## src/rtl/cbt_pkg.sv

```systemverilog
// Shared types and constants for the cubic B-spline tessellator.
// No dependencies; imported by the controller, datapath and top level.
package cbt_pkg;

   // one control point in, one curve point out
   typedef struct packed {
      logic signed [15:0] px;
      logic signed [15:0] py;
      logic signed [15:0] pz;
      logic               restart;
      logic               close_curve;
   } req_data_type;

   typedef struct packed {
      logic signed [15:0] qx;
      logic signed [15:0] qy;
      logic signed [15:0] qz;
      logic               last;
   } rsp_data_type;

   // Bezier control point selected by a conversion step
   localparam logic [1:0] CONV_START = 2'd0;
   localparam logic [1:0] CONV_C1    = 2'd1;
   localparam logic [1:0] CONV_C2    = 2'd2;
   localparam logic [1:0] CONV_END   = 2'd3;

   localparam logic [16:0] T_ONE       = 17'd65536;
   localparam logic [16:0] T_INC_RESET = 17'd6554;

   // divide-by-3 by reciprocal: bias to non-negative, multiply, shift by 20
   localparam logic signed [19:0] CONV_BIAS = 20'sd393216;
   localparam logic [18:0]        RECIP3    = 19'd349526;
   localparam logic [17:0]        Q_BIAS    = 18'd131072;

   localparam logic [1:0] SEEN_FULL = 2'd3;

   typedef struct packed {
      logic       take_point;
      logic       win_push_req;
      logic       win_clear;
      logic       win_push_np;
      logic       conv_issue;
      logic [1:0] conv_idx;
      logic       t_clear;
      logic       t_step;
      logic       issue;
      logic       issue_close;
      logic       issue_last;
   } ctl_cmd_type;

   typedef struct packed {
      logic adv;
      logic next_over;
   } dp_status_type;

endpackage

```

## src/rtl/cbt_ctrl.sv

```systemverilog
// Controller: accepts control points, sequences the Bezier conversion and issues
// one curve parameter per cycle while the datapath advances. Uses cbt_pkg.
module cbt_ctrl
   import cbt_pkg::*;
#(
   parameter int MAX_STEPS = 32
)
(
   input  logic          clock,
   input  logic          reset,
   input  logic          req_valid,
   input  req_data_type  req_data,
   output logic          req_stall,
   input  dp_status_type status,
   output ctl_cmd_type   cmd
);

   localparam int KW = $clog2(MAX_STEPS + 1);

   localparam logic [2:0] ST_IDLE  = 3'd0;
   localparam logic [2:0] ST_CONV  = 3'd1;
   localparam logic [2:0] ST_WAIT  = 3'd2;
   localparam logic [2:0] ST_RUN   = 3'd3;
   localparam logic [2:0] ST_CLOSE = 3'd4;

   logic [2:0]    state_ff, state_in;
   logic [1:0]    seen_ff, seen_in;
   logic [1:0]    cidx_ff, cidx_in;
   logic [KW-1:0] k_ff, k_in;
   logic          close_ff, close_in;
   logic          end_run;

   assign req_stall = (state_ff != ST_IDLE);
   assign end_run   = (k_ff == KW'(MAX_STEPS - 1)) || status.next_over;

   always_comb begin
      cmd      = '0;
      state_in = state_ff;
      seen_in  = seen_ff;
      cidx_in  = cidx_ff;
      k_in     = k_ff;
      close_in = close_ff;
      case (state_ff)
         ST_IDLE: begin
            if (req_valid) begin
               cmd.take_point = 1'b1;
               if (req_data.restart || seen_ff != SEEN_FULL) begin
                  cmd.win_push_req = 1'b1;
                  cmd.win_clear    = req_data.restart;
                  seen_in          = req_data.restart ? 2'd1 : seen_ff + 2'd1;
               end else begin
                  state_in = ST_CONV;
                  cidx_in  = CONV_START;
                  close_in = req_data.close_curve;
               end
            end
         end
         ST_CONV: begin
            cmd.conv_issue = 1'b1;
            cmd.conv_idx   = cidx_ff;
            if (cidx_ff == CONV_END) begin
               cmd.win_push_np = 1'b1;
               state_in        = ST_WAIT;
            end else begin
               cidx_in = cidx_ff + 2'd1;
            end
         end
         ST_WAIT: begin
            // last Bezier point lands this cycle
            cmd.t_clear = 1'b1;
            k_in        = '0;
            state_in    = ST_RUN;
         end
         ST_RUN: begin
            if (status.adv) begin
               cmd.issue      = 1'b1;
               cmd.t_step     = 1'b1;
               cmd.issue_last = !close_ff && end_run;
               if (end_run) begin
                  state_in = close_ff ? ST_CLOSE : ST_IDLE;
               end else begin
                  k_in = k_ff + 1'b1;
               end
            end
         end
         ST_CLOSE: begin
            if (status.adv) begin
               cmd.issue       = 1'b1;
               cmd.issue_close = 1'b1;
               cmd.issue_last  = 1'b1;
               state_in        = ST_IDLE;
            end
         end
         default: begin
            state_in = ST_IDLE;
         end
      endcase
   end

   always_ff @(posedge clock) begin
      if (reset) begin
         state_ff <= ST_IDLE;
         seen_ff  <= '0;
      end else begin
         state_ff <= state_in;
         seen_ff  <= seen_in;
      end
      cidx_ff  <= cidx_in;
      k_ff     <= k_in;
      close_ff <= close_in;
   end

   a_issue_on_adv: assert property (@(posedge clock) disable iff (reset)
      cmd.issue |-> status.adv)
      else $error("issue while pipeline held");

   a_conv_needs_full: assert property (@(posedge clock) disable iff (reset)
      (state_ff == ST_CONV) |-> (seen_ff == SEEN_FULL))
      else $error("conversion without a full window");

   a_close_is_last: assert property (@(posedge clock) disable iff (reset)
      (cmd.issue && cmd.issue_close) |-> cmd.issue_last)
      else $error("close point not marked last");

   a_run_bound: assert property (@(posedge clock) disable iff (reset)
      (state_ff == ST_RUN) |-> (k_ff <= KW'(MAX_STEPS - 1)))
      else $error("step count beyond limit");

endmodule
```

## config.mk

```make
export PLATFORM = sky130hd
export DESIGN_NAME = cbt_ctrl
export DESIGN_NICKNAME = d
export VERILOG_FILES = /design/src/rtl/cbt_pkg.sv /design/src/rtl/cbt_ctrl.sv
export SDC_FILE = /design/constraint.sdc
export NUM_CORES = 1
export LEC_CHECK = 0
export ABC_CLOCK_PERIOD_IN_PS = 4000
export BUFFER_PORTS_ARGS = -buffer_cell sky130_fd_sc_hd__clkbuf_2
export CORE_MARGIN = 1.5
export CORE_UTILIZATION = 41
export DETAILED_ROUTE_END_ITERATION = 10
export PLACE_DENSITY = 0.84
export SLEW_MARGIN = 20
export SYNTH_ARGS = -nofsm -noshare
export SYNTH_HDL_FRONTEND = slang
export SYNTH_SLANG_ARGS = --single-unit
```

## constraint.sdc

```tcl
create_clock -name clock -period 4 [get_ports clock]
set_input_delay 0.4 -clock clock [delete_from_list [all_inputs] [get_ports clock]]
set_output_delay 0.4 -clock clock [all_outputs]
set_load 0.02 [all_outputs]
```

# Word-level counts from Yosys, hierarchy flattened
# Cells that the tools add are included.
[op_classes] n_addsub=3 n_eq_ne=15 n_mux=29 n_bitwise=1 reduce_logical=13
[ops] op="$mux W3" count=10
[ops] op="$ne A2 B2 Y1 const B" count=9
[ops] op="$pmux W3 S5" count=1
[ops] op="$mux W2" count=6
[ops] op="$mux W6" count=2
[ops] op="$pmux W6 S2" count=1
[ops] op="$reduce_and A3 Y1" count=3
[ops] op="$add A6 B1 Y6 const B" count=1
[ops] op="$eq A3 B2 Y1 const B" count=2
[ops] op="$eq A6 B5 Y1 const B" count=1
[ops] op="$reduce_and A6 Y1" count=1
[ops] op="$mux W1" count=5
[ops] op="$add A2 B1 Y2 const B" count=2
[ops] op="$mux W4" count=1
[ops] op="$pmux W1 S2" count=2
[ops] op="$pmux W2 S2" count=1
[ops] op="$reduce_and A4 Y1" count=1
[ops] op="$reduce_bool A2 Y1" count=2
[ops] op="$eq A3 B1 Y1 const B" count=1
[ops] op="$eq A3 B3 Y1 const B" count=1
[ops] op="$logic_not A3 Y1" count=1
[ops] op="$reduce_bool A3 Y1" count=1
[ops] op="$eq A2 B2 Y1 const B" count=1
[ops] op="$logic_or A1 B1 Y1" count=2
[ops] op="other kinds (3)" count=3
[word_totals] register_bits=14 in_bits=55 out_inout_bits=13 word_cells=66

# Depth between registers and ports, before layout
# Gate-level depths: netlist of run 1.
[logic_depth] ltp_word=5 ltp_mapped=4

# Worst setup path before layout of run 1
# OpenSTA, ideal clock, no wires.
[synth_path] path_kind="reg-to-output" from="register k_ff[0]" to="output cmd[0] in the netlist's numbering" t_arrival_ps=1452 t_required_ps=3600 slack_ps=2148 path_stages_with_launch=5 path_buffers=0 path_cell_list="edfxtp_1 > ha_1 > nand4_1 > o21ba_2 > o31ai_1"
[synth_rtl] item="start: declaration" line_no="cbt_ctrl.sv:29" source="logic [KW-1:0] k_ff, k_in;"
[synth_rtl] item="start signal: assignment" line_no="cbt_ctrl.sv:109" source="k_ff <= k_in;"
[synth_rtl] item="end: declaration" line_no="cbt_ctrl.sv:15" source="output ctl_cmd_type cmd"

==> results of run 1 <==
==> synth_stat cells <==
cell	n	area share, %
o21bai_1	2	1.8
and2b_1	1	0.91
nor3b_1	1	0.91
a31oi_1	3	2.3
nor2_1	12	5.5
o22ai_1	1	0.76
nand4_1	1	0.76
nand3_1	4	2.4
o21ai_1	1	0.61
ha_1	3	4.5
a21o_1	1	0.91
nor4bb_1	1	1.2
inv_1	3	1.4
or4b_4	1	1.7
o21ba_2	1	1.2
a21oi_1	3	1.8
o31ai_1	2	1.8
clkbuf_1	2	0.91
xnor2_1	1	1.1
edfxtp_1	9	33
and3_1	5	3.8
dfxtp_1	5	12
a311oi_2	1	1.8
nand2b_1	2	1.5
a21oi_2	1	1.1
xor2_1	2	2.1
and2_1	2	1.5
clkinv_4	1	1.1
o21ai_0	2	1.2
nand2_1	6	2.7
nor4b_1	1	1.1
or3_1	2	1.5
a211o_1	1	1.1
nor2b_1	3	2.3
==> through the flow <==
stage | util, % | std cells
final | 50.7 | 135
after detailed placement | 49.3 | 131
after CTS | 50.7 | 135
after global routing | 50.7 | 135
after global placement | 49.3 | 131
after floorplan | - | 87
==> layout make-up <==
cell class              count  area share (%)
flip-flops and latches     14            38.0
well taps                  27            3.47
multi-input cells          67            44.0
clock buffers               4            2.70
repair buffers             19            9.77
inverters                   4            2.06
==> how the worst max path moves through the flow <==
stage                              from                     to  slack [ns]
4_1_cts        state_ff[0]$_SDFFE_PP0P_                 cmd[9]        1.88
3_3_place_gp      k_ff[0]$_SDFFCE_PP0P_  k_ff[2]$_SDFFCE_PP0P_        2.18
2_1_floorplan     k_ff[0]$_SDFFCE_PP0P_                 cmd[0]        2.15
6_report       state_ff[0]$_SDFFE_PP0P_                 cmd[9]        1.88
3_5_place_dp      k_ff[0]$_SDFFCE_PP0P_  k_ff[1]$_SDFFCE_PP0P_        2.13
5_1_grt        state_ff[0]$_SDFFE_PP0P_                 cmd[0]        1.75
==> metal layers <==
metal,vias up,global-route usage (%),share of wire (%),routed length [um]
met2,12,33.1,52,917
met4,0,7.57,0.34,6
met1,328,20.4,45,786
li1,361,-,-,-
met3,2,3.40,2.3,40
met5,-,0,0,0
==> flip-flops by register name, indices dropped and copies added (netlist names) <==
name and count:
state_ff 3, k_ff 6, cidx_ff 2, close_ff 1, seen_ff 2
==> power by group <==
part | leakage, nW | internal, mW | switching (mW) | total [mW]
combinational | 0.307 | 0.00958 | 0.0119 | 0.0215
clock | 0.0150 | 0.0386 | 0.0428 | 0.0814
sequential | 0.134 | 0.153 | 0.00159 | 0.155
==> cell families after synthesis <==
kind of cell	after synthesis	synth area share [%]
DFF	14	44.8
buffers and inverters	6	3.33
xor gates and xnor gates	3	3.18
adders and majority gates	3	4.55
and+or+nand+nor	42	27.7
AOI/OAI and AO/OA	19	16.4
==> worst register-to-register path: stages, from the launching register on <==
cell and delay, ns:
edfxtp_1 0.43, ha_1 0.27, nand4_1 0.16, o21ai_0 0.14, a21oi_1 0.51
==> out/metrics.cfg, run 1 <==
[setup_path]
path_buf_inv = 2
crit_fanout = 18
critPathLaunchType = register
arrival_ns = 1.72
regToRegEndpoint = k_ff[5]$_SDFFCE_PP0P_
path_cells = or4b_4, clkinv_4, and2_1, clkbuf_2
r2r_cells = 4
slowest_stage = or4b_4
reg2reg_setup_slack_ns = 2.13
crit_type = register to output port
cp_num_cells = 4
worst_path_largest_cell_delay_ns = 0.61
end_kind = output port
timing.rr.start = k_ff[0]$_SDFFCE_PP0P_
worst_ep_required_time_ns = 3.60
path_delay_family = simple AND/OR/NAND/NOR gates

[detailed_routing]
drc_errors = 0
ant_nets = 0
via_per_inst = 5.21
routed_wl_um = 1750
vias = 703
post_drt_wl_per_cell_um = 13.0
drt_pre_antenna_iters = 4
dr.first_iter.drc_count = 12

[yosys]
yosysSeqAreaShare_pct = 44.8
netlist_instances = 87
syn-num-nets = 145
syn_avg_cell_area_um2 = 9.49
yosysUniqueCellTypes = 34
yosysWarnings = 0
synthesis.area_um2 = 826
ys_ff_latch = 14

[floorplanning]
fp-row-count = 16
coreArea_um2 = 1920
dieArea_um2 = 2290
die_w_um = 47.9
die_y_um = 47.9
ios = 68
initial_core_util_pct = 43.0

[layout]
drive_gt1_share_pct = 25.0
areaGrowthSynthToFinish_pct = 17.9
fillCellCount = 201
fin_area_um2 = 973
multi_input_area_um2 = 428
regArea_um2 = 370
n_antenna_cell = 0
layout_commonest_cell = clkbuf_2
layout_common_cells = clkbuf_2, nor2_1, edfxtp_1, nand2_1
nets = 167

[min_path]
holdCritStartpoint = req_data[0]
min_path_type = primary input to register
hold_depth = 1
hold_end = close_ff$_DFFE_PP_

[global_routing]
grt_max_degree = 19
groute.usage.overall_pct = 18.1
grt_antenna_before_repair = 0
grt_pass1_wl_um = 2860
grt-ovfl-total = 0
grt_pass1_vias = 701

[power_and_ir_drop]
ir_drop_mv = 0.122
power.density_nw_per_um2 = 265
power_uw = 258
leakage_nw = 0.456

[clocking]
clock_sinks = 14
clk_path_buf_depth = 2
cts_tree = yes
cts_inserted_buffers = 3
holdBufCountCts = 0
clock_latency_ns = 0.27
cts.root.buffer_cell = clkbuf_4
ctsResizeCount = 0
cts_setup_buffers = 0
path_clk_slew_ns = 0.08
h-tree-depth = 1

[sta]
hold_violations = 0
period_needed_ns = 2.12
fmax_mhz = 472
rsz0062_at_grt = no
tns_ns = 0
finClkSkew_ns = 0.00243
setup_slack_ns = 1.88
tightest_slew_ns = 0.580
setup_violations = 0
slew_viol_final = 0
min_period_over_period_pct = 52.9
slew_headroom_pct = 61.3
fin_hold_ws_ns = 0.307

[placement]
gp_congestion = 0.731
placed_area_um2 = 947
dp_hpwl_um = 1370
port_buffers = 19
post-place-ws_ns = 2.13

[outcome]
outcome = complete, no violations

[flow_run]
drv_cap = 0

No activity file was read; power rests on OpenSTA's default activity.
==> run 2, diff against run 1 <==
ABC_CLOCK_PERIOD_IN_PS = 1800   (was 4000)
CORE_UTILIZATION = 34   (was 41)
PLACE_DENSITY = 0.75   (was 0.84)
clock period = 1.8 ns   (was 4 ns; I/O delays follow)
==> run 2 against run 1 <==
  * Global-route usage shrank 2.4 points
  * Clock power increased by 120%
  * Combinational power increased to 2.5 times the previous value
  * Non-clock buffer count is 13 higher
  * Highest routed layer is now met3
  * Sequential share of layout area fell by 4.2 points
  * Critical path type unchanged
  * Critical endpoint is now cmd[0]
  * Largest power group unchanged
  * Design area increased by 14%
  * Final cell count is 10% higher
==> out/metrics.cfg, run 2 (synthesis results as in run 1) <==
[layout]
largest_register_ffs = 6  ; unchanged
nets = 180  ; +7.8%
n_antenna_cell = 0  ; unchanged
layout_commonest_cell = clkbuf_2
layout_common_cells = clkbuf_2, buf_4, nor2_1, edfxtp_1, nand2_1
areaGrowthSynthToFinish_pct = 34.2
top_register = k_ff
drive_gt1_share_pct = 36.4  ; +11 points
instances_no_fill = 149  ; +10%
largestRegisters = k_ff (6), state_ff (3)

[clocking]
cts_inserted_buffers = 3  ; unchanged
path_clk_slew_ns = 0.09  ; about the same
cts.root.buffer_cell = clkbuf_4
h-tree-depth = 1  ; unchanged
clock_latency_ns = 0.28  ; about the same
clock_sinks = 14  ; unchanged
clk_path_buf_depth = 2  ; unchanged
cts_tree = yes
holdBufCountCts = 0  ; unchanged

[setup_path]
critPathLaunchType = register
worst_ep_required_time_ns = 1.62  ; -1.98 ns
regToRegEndpoint = k_ff[1]$_SDFFCE_PP0P_
slowest_stage = edfxtp_1
worst_path_largest_cell_delay_ns = 0.37  ; -0.24 ns
timing.rr.start = k_ff[0]$_SDFFCE_PP0P_
arrival_ns = 1.61  ; -0.11 ns
end_kind = output port
r2r_cells = 6  ; +2
reg2reg_setup_slack_ns = 0.11  ; -2.02 ns
crit_fanout = 2  ; -16
crit_type = register to output port
path_cells = ha_2, nand4_1, o21ba_4, o31ai_4, buf_6

[global_routing]
top_usage_layer = met2
grt_use_met2_pct = 30.4  ; -2.7 points
grt_max_degree = 11  ; -8
use_met3_pct = 5.71  ; +2.3 points
grt_antenna_before_repair = 0  ; unchanged
groute.usage.overall_pct = 15.7  ; -2.4 points
grt_pass1_wl_um = 3190  ; +12%
gr-usage-met1_pct = 15.7  ; -4.6 points
grt-ovfl-total = 0  ; unchanged
grt_pass1_vias = 781  ; +11%

[sta]
rsz0062_at_grt = yes
slew_headroom_pct = 75.1  ; +14 points
setup_violations = 0  ; unchanged
period_needed_ns = 1.79
tightest_slew_ns = 0.368  ; -0.212 ns
min_period_over_period_pct = 99.5
finClkSkew_ns = 0.00758  ; +0.00515 ns
hold_violations = 0  ; unchanged
slew_viol_final = 0  ; unchanged
fmax_mhz = 558

[floorplanning]
die_y_um = 52.3  ; +9.2%
ios = 68  ; unchanged
die_w_um = 52.3  ; +9.2%
coreArea_um2 = 2250  ; +17%
dieArea_um2 = 2730  ; +19%
initial_core_util_pct = 36.6  ; -6.3 points
fp-row-count = 17  ; +1

[outcome]
outcome = complete, no violations

[detailed_routing]
drt_pre_antenna_iters = 3  ; -1
routed_wl_um = 2020  ; +15%
vias = 759  ; +8.0%
drc_errors = 0  ; unchanged
ant_nets = 0  ; unchanged
via_per_inst = 5.09  ; -2.2%
dr.first_iter.drc_count = 3  ; -9
post_drt_wl_per_cell_um = 13.6  ; +4.5%

[min_path]
min_path_type = primary input to register
hold_depth = 1  ; unchanged
hold_end = close_ff$_DFFE_PP_
holdCritStartpoint = req_data[0]

[power_and_ir_drop]
power.density_nw_per_um2 = 523  ; +97%
ir_drop_mv = 0.435  ; +260%
power_uw = 580  ; +120%
leakage_nw = 0.532  ; +17%

[placement]
gp_congestion = 0.713  ; -2.6%
dp.cells = 137  ; +4.6%
dp_hpwl_um = 1500  ; +10%
port_buffers = 19  ; unchanged

[flow_run]
drv_cap = 0  ; unchanged

==> run 2: worst max-delay path: cells and delay by family, from the launching register on <==
kind                       cells  cell delay (ns)
adders and majority gates      1             0.19
buffers and inverters          1             0.15
and+or+nand+nor                1             0.15
AOI/OAI and AO/OA              2             0.48
DFF                            1             0.37
==> run 2: report_power, final <==
group / switching [mW] / leakage [nW] / internal, mW / total (mW)
clock: 0.102 / 0.0154 / 0.0803 / 0.182
sequential: 0.00322 / 0.135 / 0.340 / 0.343
combinational: 0.0284 / 0.381 / 0.0263 / 0.0547
==> run 2: metrics by stage <==
| step | hold slack [ns] | TNS, ns | util (%) | setup WS [ns] | area (um2) |
|---|---|---|---|---|---|
| finish | 0.0814 | 0 | 49.2 | 0.00877 | 1110 |
| global route | 0.0638 | -0.155 | 49.2 | -0.0717 | 1110 |
| CTS | 0.0719 | -0.0127 | 46.8 | -0.0127 | 1050 |
| detailed placement | 0.367 | 0 | 43.7 | 0.162 | 986 |
| global placement | 0.361 | 0 | 43.7 | 0.187 | 986 |
| floorplan | 0.248 | 0 | - | 0.168 | 826 |
==> run 2: worst max path at each step <==
stage,start,to,cells after the start
detailed placement,k_ff[0]$_SDFFCE_PP0P_,k_ff[1]$_SDFFCE_PP0P_,5
CTS,k_ff[1]$_SDFFCE_PP0P_,cmd[0],5
global route,k_ff[0]$_SDFFCE_PP0P_,cmd[0],5
global placement,k_ff[0]$_SDFFCE_PP0P_,k_ff[2]$_SDFFCE_PP0P_,5
finish,k_ff[0]$_SDFFCE_PP0P_,cmd[0],5
floorplan,k_ff[0]$_SDFFCE_PP0P_,cmd[0],4
==> run 2: area by class of cell <==
cell class | count | area (um2)
clock inverter | 1 | 3.75
fill | 223 | 1150
sequential | 14 | 375
clock buffer | 3 | 22.5
timing repair buffer | 32 | 201
tap | 28 | 35.0
multi-input combinational | 67 | 450
inverter | 4 | 20.0
==> run 2: timing repair <==
action | 4_1_cts | 5_1_grt
endpoints found under the setup margin | 2 | 6
pin swaps | 4 | 4
hold endpoints to repair | 0 | 0
setup buffers | 4 | 4
resized for setup | 5 | 8
==> run 2: metal layers <==
metal	up-vias	part of all wire, %
li1	383	-
met1	362	40
met2	14	56
met3	0	3.7
met4	0	0
met5	-	0
==> run 3, diff against run 2 <==
GPL_TIMING_DRIVEN = 0   (was default)
==> run 3 against run 2 <==
  * Sequential power is essentially flat
  * Worst setup slack gained 0.048 ns
  * Register-to-register slack gained 0.07 ns
  * Final cell count shrank 2.7%
  * Global-route usage shrank 0.19 points
  * Critical path type unchanged
  * Sequential share of layout area grew 1.9 points
  * Non-clock buffer count shrank 4
  * Utilization shrank 2.4 points
  * Combinational power shrank 4.6%
  * Critical endpoint unchanged
  * Critical path depth is the same
  * Clock skew is essentially flat
  * Largest cell class unchanged
==> out/metrics.cfg, run 3 (synthesis results as in run 1) <==
[sta]
min_period_over_period_pct = 96.9  ; -2.7 points
finClkSkew_ns = 0.00743  ; -0.000152 ns
tns_ns = 0  ; unchanged
fmax_mhz = 574  ; +2.7%
tightest_slew_ns = 0.375  ; +0.00659 ns
hold_violations = 0  ; unchanged
setup_violations = 0  ; unchanged
slew_headroom_pct = 75.0  ; -0.10 points
period_needed_ns = 1.74  ; -0.0477 ns
rsz0062_at_grt = yes
slew_viol_final = 0  ; unchanged

[global_routing]
grt_antenna_before_repair = 0  ; unchanged
grt_pass1_wl_um = 3060  ; -4.1%
grt_max_degree = 11  ; unchanged
grt-ovfl-total = 0  ; unchanged
grt_pass1_vias = 719  ; -7.9%
groute.usage.overall_pct = 15.5  ; -0.19 points

[detailed_routing]
ant_nets = 0  ; unchanged
routed_wl_um = 1880  ; -7.1%
post_drt_wl_per_cell_um = 12.9  ; -4.5%
dr.first_iter.drc_count = 8  ; +5
drc_errors = 0  ; unchanged
drt_pre_antenna_iters = 4  ; +1
via_per_inst = 5.21  ; +2.2%
vias = 755  ; -0.53%

[power_and_ir_drop]
leakage_nw = 0.497  ; -6.6%
ir_drop_mv = 0.261  ; -40%
power.density_nw_per_um2 = 555  ; +6.0%

[layout]
layout_common_cells = clkbuf_2, nor2_1, edfxtp_1, buf_4, nand2_1
nets = 176  ; -2.2%
n_antenna_cell = 0  ; unchanged
areaGrowthSynthToFinish_pct = 27.6
fin_area_um2 = 1050  ; -5.0%
drive_gt1_share_pct = 34.2  ; -2.2 points
top_register = k_ff
layout_commonest_cell = clkbuf_2
largest_register_ffs = 6  ; unchanged
largestRegisters = k_ff (6), state_ff (3)

[setup_path]
crit_type = register to output port
critPathLaunchType = register
crit_fanout = 2  ; unchanged
worst_ep_required_time_ns = 1.62  ; about the same
end_kind = output port
arrival_ns = 1.56  ; -0.05 ns
worst_path_largest_cell_delay_ns = 0.37  ; about the same
path_cells = ha_2, nand4_1, o21ba_2, o31ai_1, buf_4
slowest_stage = edfxtp_1

[clocking]
path_clk_slew_ns = 0.09  ; about the same
cts_tree = yes
cts_inserted_buffers = 3  ; unchanged
clk_path_buf_depth = 2  ; unchanged
cts.root.buffer_cell = clkbuf_4
clock_sinks = 14  ; unchanged
holdBufCountCts = 0  ; unchanged
clock_latency_ns = 0.28  ; about the same
h-tree-depth = 1  ; unchanged

[placement]
dp_hpwl_um = 1400  ; -6.6%
gp_congestion = 0.726  ; +1.9%
port_buffers = 19  ; unchanged
placed_area_um2 = 956  ; -3.0%

[floorplanning]
die_w_um = 52.3  ; unchanged
initial_core_util_pct = 36.6  ; unchanged
dieArea_um2 = 2730  ; unchanged
coreArea_um2 = 2250  ; unchanged
die_y_um = 52.3  ; unchanged
ios = 68  ; unchanged
fp-row-count = 17  ; unchanged

[flow_run]
drv_cap = 0  ; unchanged

[min_path]
min_path_type = primary input to register

[outcome]
outcome = complete, no violations

-- run 3: worst max-delay path: cells and delay by family, from the launching register on --
| family | cells | cell delay, ns |
|---|---|---|
| buffers and inverters | 1 | 0.18 |
| AO/OA/AOI/OAI | 2 | 0.42 |
| AND/OR/NAND/NOR | 1 | 0.14 |
| flip-flops | 1 | 0.37 |
| adder cells (fa/ha/maj) | 1 | 0.18 |
-- run 3: path summary, 6_finish.rpt --
check                                from                       to  slack (ns)  depth (start not counted)
setup / recovery    k_ff[0]$_SDFFCE_PP0P_                   cmd[0]        0.06                          5
hold / removal                req_data[0]       close_ff$_DFFE_PP_        0.08                          1
setup reg to reg    k_ff[1]$_SDFFCE_PP0P_    k_ff[0]$_SDFFCE_PP0P_        0.18                          5
hold reg to reg   seen_ff[1]$_SDFFE_PP0P_  seen_ff[1]$_SDFFE_PP0P_        0.49                          2
-- run 3: through the flow --
stage               cells  util [%]  total power, mW  setup WS, ns  hold slack, ns
global route          145      46.7            0.620       -0.0336          0.0503
floorplan              87         -            0.381         0.168           0.248
detailed placement    134      42.4            0.399       -0.0543           0.361
global placement      134      42.4            0.397      -0.00166           0.359
CTS                   141      45.1            0.592       -0.0105          0.0657
finish                145      46.7            0.584        0.0565          0.0776
-- run 3: power by group --
part	switching, mW	total [mW]	internal [mW]
registers	0.00306	0.343	0.340
clock network	0.104	0.190	0.0859
logic	0.0273	0.0522	0.0249
-- run 3: routing by layer --
metal	vias to the layer above	GRT usage [%]	routed length (um)
met4	0	5.13	11
li1	383	-	-
met1	351	16.9	805
met5	-	0	0
met2	19	27.7	978
met3	2	5.43	81
-- run 3: what timing repair did --
item / CTS / global route
resized for setup: 6 / 6
buffers inserted: 3 / 4
endpoints found under the hold margin: 0 / 0
pin swaps: 4 / 3
endpoints found under the setup margin: 8 / 12
-- run 3: cell type report --
type                       count  area [um2]
inverter                       4        20.0
fill                         241        1200
buffer                         2        8.76
tap                           28        35.0
timing repair buffer          26         153
clock buffer                   4        26.3
multi-input combinational     67         434
sequential                    14         377
